<file path="src/design/stw_pkg.sv">
// Shared types and constants of the sliding time window traffic statistics block.
package stw_pkg;

	localparam int CAPACITY = 1024;
	localparam int IDX_W    = $clog2(CAPACITY);
	localparam int CNT_W    = $clog2(CAPACITY + 1);
	localparam int TAIL_W   = CNT_W + 1;

	localparam int TIME_W   = 32;
	localparam int SIZE_W   = 16;
	localparam int PROTO_W  = 2;
	localparam int WIN_W    = 16;
	localparam int COUNT_W  = 11;
	localparam int BYTES_W  = 26;

	localparam logic [PROTO_W-1:0] CLASS_TCP = PROTO_W'(1);
	localparam logic [PROTO_W-1:0] CLASS_UDP = PROTO_W'(2);

	localparam logic CMD_PUSH = 1'b0;
	localparam logic CMD_AGE  = 1'b1;

	localparam logic [WIN_W-1:0] WIN_RESET = WIN_W'(10);

	typedef struct packed {
		logic [TIME_W-1:0]  ts;
		logic [SIZE_W-1:0]  size;
		logic [PROTO_W-1:0] proto;
	} record_t;

	typedef enum logic [1:0] {
		ST_IDLE,
		ST_EVICT,
		ST_PUSH,
		ST_DONE
	} state_t;

	typedef struct packed {
		logic load_in;
		logic drop;
		logic push;
		logic load_out;
	} ctrl_cmd_t;

	typedef struct packed {
		logic expired;
		logic is_push;
	} ctrl_status_t;

endpackage

</file>
<file path="src/design/stw_ctrl.sv">
// Controller state machine: sequences accept, eviction, push and result handoff.
module stw_ctrl (
	input  logic                  clk,
	input  logic                  arst_n,
	input  logic                  in_valid,
	output logic                  in_ready,
	output logic                  out_valid,
	input  logic                  out_ready,
	input  stw_pkg::ctrl_status_t status,
	output stw_pkg::ctrl_cmd_t    cmd
);

	stw_pkg::state_t state_q, state_d;
	logic            out_valid_q;

	always_ff @(posedge clk or negedge arst_n) begin
		if (!arst_n) begin
			state_q     <= stw_pkg::ST_IDLE;
			out_valid_q <= 1'b0;
		end else begin
			state_q <= state_d;
			if (cmd.load_out) begin
				out_valid_q <= 1'b1;
			end else if (out_ready) begin
				out_valid_q <= 1'b0;
			end
		end
	end

	always_comb begin
		state_d  = state_q;
		cmd      = '0;
		in_ready = 1'b0;
		case (state_q)
			stw_pkg::ST_IDLE: begin
				in_ready = 1'b1;
				if (in_valid) begin
					cmd.load_in = 1'b1;
					state_d     = stw_pkg::ST_EVICT;
				end
			end
			stw_pkg::ST_EVICT: begin
				if (status.expired) begin
					cmd.drop = 1'b1;
				end else if (status.is_push) begin
					state_d = stw_pkg::ST_PUSH;
				end else begin
					state_d = stw_pkg::ST_DONE;
				end
			end
			stw_pkg::ST_PUSH: begin
				cmd.push = 1'b1;
				state_d  = stw_pkg::ST_DONE;
			end
			stw_pkg::ST_DONE: begin
				if (!out_valid_q || out_ready) begin
					cmd.load_out = 1'b1;
					state_d      = stw_pkg::ST_IDLE;
				end
			end
			default: begin
				state_d = stw_pkg::ST_IDLE;
			end
		endcase
	end

	assign out_valid = out_valid_q;

endmodule

</file>
<file path="config.mk">
export PLATFORM = sky130hd
export DESIGN_NAME = stw_ctrl
export DESIGN_NICKNAME = d
export VERILOG_FILES = /design/src/design/stw_pkg.sv /design/src/design/stw_ctrl.sv
export SDC_FILE = /design/constraint.sdc
export NUM_CORES = 1
export LEC_CHECK = 0
export BUFFER_PORTS_ARGS = -buffer_cell sky130_fd_sc_hd__buf_2
export CAP_MARGIN = 10
export CELL_PAD_IN_SITES_DETAIL_PLACEMENT = 1
export CELL_PAD_IN_SITES_GLOBAL_PLACEMENT = 1
export CORE_AREA = 2 2 39 41
export CTS_CLUSTER_DIAMETER = 60
export DETAILED_ROUTE_END_ITERATION = 10
export DIE_AREA = 0 0 41 43
export PLACE_DENSITY_LB_ADDON = 0.1
export SLEW_MARGIN = 10
export SYNTH_ARGS = -nofsm -noshare
export SYNTH_HDL_FRONTEND = slang
export SYNTH_SLANG_ARGS = --single-unit
</file>
<file path="constraint.sdc">
create_clock -name clk -period 1.8 [get_ports clk]
set_input_delay 0.09 -clock clk [delete_from_list [all_inputs] [get_ports clk]]
set_output_delay 0.09 -clock clk [all_outputs]
set_load 0.01 [all_outputs]
</file>
## After elaboration in Yosys (flattened, before gate mapping)

Cells that the tools add are included.

- Equality and inequality tests: 6
- Muxes and demuxes: 15
- Reductions and logical operators: 5

Operators with widths:

| kind | number |
|---|---|
| two-way mux 1 bit | 11 |
| case mux 2 bit (4 select lines) | 1 |
| two-way mux 2 bit | 3 |
| != test 2 bit, second input constant | 3 |
| equality test 2 bit, second input constant | 2 |
| AND reduction 3 bit | 1 |
| equality test 2 x 1 -> 1 bit, second input constant | 1 |
| logical NOT 2 bit | 1 |
| nonzero test 2 bit | 1 |
| logical NOT 1 bit | 1 |
| logical OR 1 bit | 1 |

- Register bits: 3
- Input port bits: 6
- Output and inout bits: 6
- Logic and storage cells: 28

## Longest topological paths before layout

Gate-level depths: netlist (run 1).

- Depth after elaboration: 5
- Gate-level depth with buffers: 5
- Gate-level depth less buffers: 5

## Worst setup path after synthesis (run 1)

No wires, ideal clock.

- Path type: reg-to-reg
- From: register state_q[0]
- To: register state_q[1]
- Setup time: 0.125 ns
- Arrival time: 1.329 ns
- Data required time: 1.675 ns
- Path slack: 0.346 ns
- Cell stages (with the launch flop): 6
- Path buffers: 0
- Period minus slack after synthesis: 1.454 ns
- Cells stage by stage: dfrtp_1 inv_1 ha_1 inv_2 o221ai_4 mux2_4

- Longest elaborated chain between the ends: 3
- Elaborated cells on any way between the ends: 9
- Classes of those cells: eq/ne (6); mux (1); reduce/logical (2)

RTL lines:

| what | RTL line | RTL |
|---|---|---|
| start: declaration | stw_ctrl.sv:13 | `stw_pkg::state_t state_q, state_d;` |
| start signal: assignment | stw_ctrl.sv:18 | `state_q <= stw_pkg::ST_IDLE;` |
| start signal: assignment | stw_ctrl.sv:21 | `state_q <= state_d;` |
| equality test 2 bit, or another cell as far along | stw_ctrl.sv:34 | `case (state_q)` |
| != test 2 bit (no source line) | - |  |
| AND reduction 3 bit (no source line) | - |  |

Parallel ways exist; a longest one is shown, timed or not.
A chain may end at the register's enable or synchronous reset.

## Final worst setup path (run 1)

Same ends and word-level chain as after synthesis.

==> metrics.txt, run 1 <==
# TYPE chip_impl_metric gauge
chip_impl_info{name="outcome",value="finished, final reports clean"} 1
chip_impl_metric{name="syn-cell-area",unit="sq um"} 245.2
chip_impl_metric{name="fraction_of_final_layout_cells_with_drive_strength_greater_than_1",unit=""} 0.5000
chip_impl_metric{name="timing.max_slew.rel_slack",unit=""} 0.8359
chip_impl_metric{name="post_cts.resized_instances",unit=""} 0
chip_impl_metric{name="power_per_cell_area",unit="nW/um^2"} 1765
chip_impl_metric{name="initial_utilization",unit=""} 0.1772
chip_impl_metric{name="postCtsSetupBuffers",unit=""} 0
chip_impl_info{name="clk_root_buffer_cell",value="sky130_fd_sc_hd__clkbuf_4"} 1
chip_impl_metric{name="final_nets",unit=""} 49
chip_impl_metric{name="ioPinCount",unit=""} 12
chip_impl_metric{name="clock.fmax",unit="GHz"} 0.6572
chip_impl_metric{name="sequential_area_share_after_synthesis",unit=""} 0.3061
chip_impl_info{name="synth_ff_type",value="sky130_fd_sc_hd__dfrtp_1"} 1
chip_impl_info{name="synthDominantAreaCellType",value="sky130_fd_sc_hd__dfrtp_1"} 1
chip_impl_info{name="tritoncts",value="done"} 1
chip_impl_metric{name="power.share.combinational",unit=""} 0.577
chip_impl_metric{name="post-route-min-period",unit="ns"} 1.522
chip_impl_metric{name="postSynthCellCount",unit=""} 22
chip_impl_metric{name="clockBufferDepth",unit=""} 2
chip_impl_metric{name="finalCritPeriodShare",unit=""} 0.8454
chip_impl_metric{name="first_global_vias",unit=""} 225
chip_impl_info{name="crit_start_category",value="flip-flop"} 1
chip_impl_info{name="yosys-top-cells-count",value="sky130_fd_sc_hd__ha_1, sky130_fd_sc_hd__inv_1, sky130_fd_sc_hd__dfrtp_1, sky130_fd_sc_hd__nand2_1"} 1
chip_impl_info{name="post_synth_main_area_contributors",value="sky130_fd_sc_hd__dfrtp_1, sky130_fd_sc_hd__ha_1, sky130_fd_sc_hd__o221ai_4, sky130_fd_sc_hd__inv_1, sky130_fd_sc_hd__mux2_4"} 1
chip_impl_metric{name="fillerInstances",unit=""} 164
chip_impl_metric{name="numCtsBuffers",unit=""} 3
chip_impl_metric{name="synth_edf_count",unit=""} 0
chip_impl_metric{name="first_iter_violations",unit=""} 0
chip_impl_metric{name="core-area",unit="sq um"} 1384
chip_impl_metric{name="first_pass_iters",unit=""} 1
chip_impl_metric{name="grt_start_max_net_pins",unit=""} 6
chip_impl_metric{name="placedInstanceArea",unit="sq um"} 320.3
chip_impl_metric{name="synth_top_area_share",unit=""} 0.3061
chip_impl_metric{name="power_frac_seq",unit=""} 0.235
chip_impl_metric{name="xor_xnor_share_of_the_synthesized_area",unit=""} 0
chip_impl_info{name="synth_top_family_by_area",value="adder cells"} 1
chip_impl_metric{name="timing.final.max_slew_violations",unit=""} 0
chip_impl_metric{name="average_routed_wire_per_standard_cell",unit="um"} 9.759
chip_impl_metric{name="die_area",unit="sq um"} 1763
chip_impl_metric{name="ant_nets",unit=""} 0
chip_impl_metric{name="synth-seq-cells",unit=""} 3
chip_impl_metric{name="die-width",unit="um"} 41
chip_impl_metric{name="crit_arrival",unit="ns"} 1.63
chip_impl_metric{name="ys.warnings.count",unit=""} 0
chip_impl_metric{name="net_sw_power",unit="W"} 0.0002572
chip_impl_metric{name="clock_sink_count",unit=""} 3
chip_impl_metric{name="grt_overflow",unit=""} 0
chip_impl_metric{name="routed_wl",unit="um"} 527
chip_impl_metric{name="syn_to_layout_area_delta",unit="%"} 45.41
chip_impl_metric{name="antenna_cells_inserted",unit=""} 0
chip_impl_metric{name="setup_tns",unit="ns"} 0
chip_impl_metric{name="placement_rows",unit=""} 14
chip_impl_metric{name="post-layout-total-power",unit="W"} 0.0006294
chip_impl_info{name="type_of_element_capturing_the_critical_path",value="flip-flop"} 1
chip_impl_metric{name="global_route_wire_length_before_repair",unit="um"} 876
chip_impl_metric{name="vdd_drop_max",unit="mV"} 0.3550
chip_impl_metric{name="route.detailed.drc",unit=""} 0
chip_impl_metric{name="gp_congestion",unit=""} 0.7192
chip_impl_metric{name="dr_total_vias",unit=""} 205
chip_impl_metric{name="cts_htree_levels",unit=""} 1
chip_impl_metric{name="critical_path_peak_fanout",unit=""} 4
chip_impl_metric{name="antenna_found_initial",unit=""} 0
chip_impl_metric{name="share_of_the_synthesized_area_in_compound_gates_ao_oa_aoi_oai",unit=""} 0.1429
chip_impl_metric{name="worstSkewPairLatency",unit="ns"} 0.23
chip_impl_metric{name="synth_nets",unit=""} 32
chip_impl_metric{name="stdcell_area",unit="sq um"} 356.6
chip_impl_metric{name="maxCapViolations",unit=""} 0
chip_impl_metric{name="cts_hold_buf",unit=""} 1
chip_impl_metric{name="finalHoldViolCount",unit=""} 0
chip_impl_metric{name="detailedPlacementHpwl",unit="um"} 452
chip_impl_metric{name="globalRouteTotalUtil",unit=""} 0.07948
chip_impl_metric{name="post_synth_mux_area_share",unit=""} 0.1020
chip_impl_metric{name="vias_per_cell",unit=""} 3.796
chip_impl_info{name="hp-class",value="input port to flip-flop"} 1
chip_impl_metric{name="synth-adder-area-share",unit=""} 0.2041
chip_impl_metric{name="die_height",unit="um"} 43
chip_impl_metric{name="internal-power",unit="W"} 0.0003722
chip_impl_metric{name="numPortBuffers",unit=""} 11
chip_impl_metric{name="worstPathRequired",unit="ns"} 1.91
chip_impl_metric{name="syn_avg_cell_area",unit="sq um"} 11.15
chip_impl_metric{name="synth_async_sr_flop_share",unit=""} 1.000
chip_impl_metric{name="cts.reportedPaths.clkPinSlew",unit="ns"} 0.04
chip_impl_metric{name="synth.distinct_cells",unit=""} 13
chip_impl_metric{name="total_leakage_power",unit="nW"} 0.1995
chip_impl_info{name="setup_repair_after_global_routing_missed_its_margin",value="false"} 1
chip_impl_info{name="timing_worst_setup_path_type",value="flip-flop to flip-flop"} 1
chip_impl_metric{name="synth_simple_gate_area_frac",unit=""} 0.1684
chip_impl_metric{name="power_switching_share",unit=""} 0.4086
chip_impl_metric{name="setup-violations-final",unit=""} 0
chip_impl_metric{name="worst_pin_slew",unit="ns"} 0.2462
chip_impl_metric{name="worst_clock_skew",unit="ns"} 0.006179
chip_impl_metric{name="power.clock.fraction",unit=""} 0.189
-- area by class of cell --
cell class | count | area [sq um] | area share
inverter | 5 | 18.77 | 0.05263
sequential | 3 | 75.07 | 0.2105
clock buffer | 4 | 26.28 | 0.07368
multi-input combinational | 14 | 151.4 | 0.4246
timing repair buffer | 12 | 65.06 | 0.1825
tap | 16 | 20.02 | 0.05614
-- per-stage QoR --
step,setup slack (ns),hold WS [ns],cells,util
detailed placement,0.2753,-0.1092,49,0.2315
global route,0.1905,0.1765,54,0.2577
global placement,0.3394,-0.1072,49,0.2315
floorplan,0.3461,-0.2056,22,-
finish,0.2783,0.1559,54,0.2577
CTS,0.2607,0.1564,54,0.2577
-- kinds of logic after synthesis --
logic type | count (synthesis)
flops | 3
buf+inv | 5
simple gates | 6
fa+ha+maj | 4
compound gates | 2
mux | 2
-- power groups by stage --
stage                     logic (W)  clock network, W  registers (W)
after floorplan            0.000267                 0       0.000144
after global placement     0.000372                 0       0.000143
after detailed placement   0.000371                 0       0.000149
after CTS                  0.000375          0.000125       0.000148
after global routing       0.000412          0.000131       0.000155
final                      0.000363          0.000119       0.000148
-- sequential cells by signal, indices dropped and copies added (netlist names) --
register and flops:
out_valid 1, state_q 2
-- worst paths after layout --
kind	startpoint	endpoint	slack (ns)	cells after the start
worst max-delay path	state_q[0]	state_q[1]	0.28	5
worst min-delay path	out_ready	out_valid	0.16	3
worst max register to register	state_q[0]	state_q[1]	0.28	5
worst min register to register	out_valid	out_valid	0.56	2
max in group asynchronous	arst_n	state_q[1]	1.51	2
min in group asynchronous	arst_n	out_valid	0.18	2
-- layout by cell type, fill, tap and decap left out --
cell,netlist,routed
sky130_fd_sc_hd__o221ai_4,1,1
sky130_fd_sc_hd__nor2b_1,1,1
sky130_fd_sc_hd__mux2_4,1,1
sky130_fd_sc_hd__dlygate4sd3_1,0,1
sky130_fd_sc_hd__buf_2,0,11
sky130_fd_sc_hd__dfrtp_1,3,3
sky130_fd_sc_hd__ha_1,4,4
sky130_fd_sc_hd__nand2b_4,1,1
sky130_fd_sc_hd__clkbuf_4,0,3
sky130_fd_sc_hd__inv_2,1,1
sky130_fd_sc_hd__and2_1,1,1
sky130_fd_sc_hd__inv_1,4,4
sky130_fd_sc_hd__a221oi_1,1,1
sky130_fd_sc_hd__and2_2,1,1
sky130_fd_sc_hd__mux2i_1,1,1
sky130_fd_sc_hd__nand2_1,2,2
sky130_fd_sc_hd__clkbuf_1,0,1
-- per-layer routing --
metal	global-route usage	up-vias	routed length, um
li1	-	102	-
met1	0.07767	97	218
met2	0.1156	6	277
met3	0.03141	0	30
met4	0.08000	0	0
met5	0	-	0
-- worst max-delay path, cell delays in order (launching register included) --
cell,delay [ns]
sky130_fd_sc_hd__dfrtp_1,0.40
sky130_fd_sc_hd__inv_1,0.13
sky130_fd_sc_hd__ha_1,0.25
sky130_fd_sc_hd__inv_2,0.06
sky130_fd_sc_hd__o221ai_4,0.23
sky130_fd_sc_hd__mux2_4,0.32
Power figures use the tool's default switching activity.
==> run 2: changes to the inputs <==
- clock period: 1.8 -> 1.5 ns (I/O delays scaled with it)
==> metrics.txt, run 2 (same netlist as run 1, synthesis figures left out) <==
# TYPE chip_impl_metric gauge
chip_impl_metric{name="route.detailed.drc",unit=""} 0
chip_impl_metric{name="die-width",unit="um"} 41
chip_impl_info{name="outcome",value="finished, final reports clean"} 1
chip_impl_metric{name="first_pass_iters",unit=""} 2
chip_impl_metric{name="grt_overflow",unit=""} 0
chip_impl_metric{name="vias_per_cell",unit=""} 3.696
chip_impl_metric{name="worstSkewPairLatency",unit="ns"} 0.23
chip_impl_metric{name="vdd_drop_max",unit="mV"} 0.4512
chip_impl_metric{name="timing.max_slew.rel_slack",unit=""} 0.8328
chip_impl_metric{name="die_area",unit="sq um"} 1763
chip_impl_metric{name="maxCapViolations",unit=""} 0
chip_impl_metric{name="average_routed_wire_per_standard_cell",unit="um"} 9.786
chip_impl_info{name="layout.cells.most_common",value="sky130_fd_sc_hd__buf_2"} 1
chip_impl_metric{name="clock_sink_count",unit=""} 3
chip_impl_metric{name="largest_reg_flops",unit=""} 2
chip_impl_metric{name="numPortBuffers",unit=""} 11
chip_impl_metric{name="initial_utilization",unit=""} 0.1772
chip_impl_metric{name="ant_nets",unit=""} 0
chip_impl_info{name="timing_worst_setup_path_type",value="flip-flop to output pin"} 1
chip_impl_metric{name="setup-violations-final",unit=""} 0
chip_impl_metric{name="multi_input_gate_area",unit="sq um"} 151.4
chip_impl_metric{name="antenna_cells_inserted",unit=""} 0
chip_impl_metric{name="fillerInstances",unit=""} 167
chip_impl_metric{name="power_per_cell_area",unit="nW/um^2"} 2125
chip_impl_metric{name="clock.fmax",unit="GHz"} 0.7110
chip_impl_info{name="setup_repair_after_global_routing_missed_its_margin",value="false"} 1
chip_impl_metric{name="detailedPlacementHpwl",unit="um"} 466.4
chip_impl_metric{name="critical_path_peak_fanout",unit=""} 4
chip_impl_metric{name="dr_total_vias",unit=""} 207
chip_impl_metric{name="dp.cells",unit=""} 51
chip_impl_info{name="crit_start_category",value="flip-flop"} 1
chip_impl_metric{name="antenna_found_initial",unit=""} 0
chip_impl_metric{name="total_leakage_power",unit="nW"} 0.2084
chip_impl_metric{name="placement_rows",unit=""} 14
chip_impl_metric{name="ioPinCount",unit=""} 12
chip_impl_info{name="registers.top_by_ff_count",value="state_q"} 1
chip_impl_metric{name="numCtsBuffers",unit=""} 3
chip_impl_metric{name="syn_to_layout_area_delta",unit="%"} 52.04
chip_impl_metric{name="stdcell_count",unit=""} 56
chip_impl_metric{name="cts.reportedPaths.clkPinSlew",unit="ns"} 0.04
chip_impl_info{name="top_library_cells_by_usage_in_the_layout_fill_and_taps_aside",value="sky130_fd_sc_hd__buf_2, sky130_fd_sc_hd__inv_1, sky130_fd_sc_hd__ha_1"} 1
chip_impl_metric{name="ff_latch_area",unit="sq um"} 76.32
chip_impl_metric{name="worstPathRequired",unit="ns"} 1.42
chip_impl_info{name="type_of_element_capturing_the_critical_path",value="output pin"} 1
chip_impl_metric{name="first_iter_violations",unit=""} 1
chip_impl_metric{name="worst_clock_skew",unit="ns"} 0.002398
chip_impl_metric{name="postCtsSetupBuffers",unit=""} 0
chip_impl_metric{name="globalRouteTotalUtil",unit=""} 0.08141
chip_impl_metric{name="die_height",unit="um"} 43
chip_impl_metric{name="routed_wl",unit="um"} 548
chip_impl_metric{name="core-area",unit="sq um"} 1384
chip_impl_metric{name="final_nets",unit=""} 51
chip_impl_metric{name="grt_start_max_net_pins",unit=""} 6
chip_impl_metric{name="post-route-min-period",unit="ns"} 1.406
chip_impl_metric{name="timing.final.max_slew_violations",unit=""} 0
chip_impl_metric{name="fraction_of_final_layout_cells_with_drive_strength_greater_than_1",unit=""} 0.5500
chip_impl_metric{name="timing.hold.ws",unit="ns"} 0.1489
chip_impl_info{name="clk_root_buffer_cell",value="sky130_fd_sc_hd__clkbuf_4"} 1
chip_impl_info{name="hp-class",value="input port to flip-flop"} 1
chip_impl_metric{name="setup_tns",unit="ns"} 0
chip_impl_metric{name="global_route_wire_length_before_repair",unit="um"} 938
chip_impl_info{name="tritoncts",value="done"} 1
chip_impl_metric{name="cts_htree_levels",unit=""} 1
chip_impl_metric{name="worst_pin_slew",unit="ns"} 0.2508
chip_impl_metric{name="finalHoldViolCount",unit=""} 0
chip_impl_metric{name="finalCritPeriodShare",unit=""} 0.9376
chip_impl_metric{name="clockBufferDepth",unit=""} 2
chip_impl_metric{name="first_global_vias",unit=""} 222
chip_impl_metric{name="gp_congestion",unit=""} 0.6786
chip_impl_metric{name="crit_arrival",unit="ns"} 1.33
-- run 2: changes by cell type in the layout (fill, tap and decap cells not counted) --
cell                      change
sky130_fd_sc_hd__dfrtp_2      +1
sky130_fd_sc_hd__dfrtp_1      -1
sky130_fd_sc_hd__buf_4        +2
-- run 2: final cells by class --
class                      count  share of cell area
clock buffer                   4             0.07047
inverter                       5             0.05034
multi-input combinational     14              0.4060
sequential                     3              0.2047
tap                           16             0.05369
timing repair buffer          14              0.2148
-- run 2: power by group --
group / internal (W) / switching, W
combinational: 0.000252 / 0.000219
clock: 0.0000995 / 0.0000393
sequential: 0.000129 / 0.0000524
total: 0.000481 / 0.000311
-- run 2: timing repair --
item / in CTS / in global routing
endpoints found under the setup margin: 0 / 1
hold buffers: 1 / 0
gates resized for setup: 0 / 1
hold endpoints to repair: 3 / 0
-- run 2: path summary, 6_finish.rpt --
path                       slack (ns)          to  depth (start not counted)        from
setup / recovery                 0.09      cmd[3]                          5  state_q[0]
hold / removal                   0.15   out_valid                          3   out_ready
setup reg to reg                 0.10  state_q[1]                          5  state_q[1]
hold reg to reg                  0.55   out_valid                          2   out_valid
max in group asynchronous        1.21  state_q[1]                          2      arst_n
min in group asynchronous        0.17   out_valid                          2      arst_n
-- run 2: metrics by stage --
step / total power [W] / util / instance area (sq um) / setup WS (ns)
2_1_floorplan: 0.0004921 / - / 245.2 / 0.04609
3_3_place_gp: 0.0006655 / 0.2423 / 335.3 / 0.07774
3_5_place_dp: 0.0006687 / 0.2423 / 335.3 / 0.07571
4_1_cts: 0.0008188 / 0.2685 / 371.6 / 0.05439
5_1_grt: 0.0008771 / 0.2694 / 372.9 / 0.02379
6_report: 0.0007922 / 0.2694 / 372.9 / 0.09353
-- run 2: worst max-delay path, stage by stage, from the launching register on --
cell and delay (ns):
sky130_fd_sc_hd__dfrtp_1 0.40, sky130_fd_sc_hd__inv_1 0.08, sky130_fd_sc_hd__ha_1 0.23, sky130_fd_sc_hd__buf_4 0.14
sky130_fd_sc_hd__and2_1 0.13, sky130_fd_sc_hd__buf_2 0.13
-- run 2: per-layer routing --
metal | GRT usage | wire (um) | up-vias
li1 | - | - | 106
met1 | 0.09677 | 219 | 93
met2 | 0.1219 | 287 | 8
met3 | 0.04712 | 41 | 0
met4 | 0.02000 | 0 | 0
met5 | 0 | 0 | -
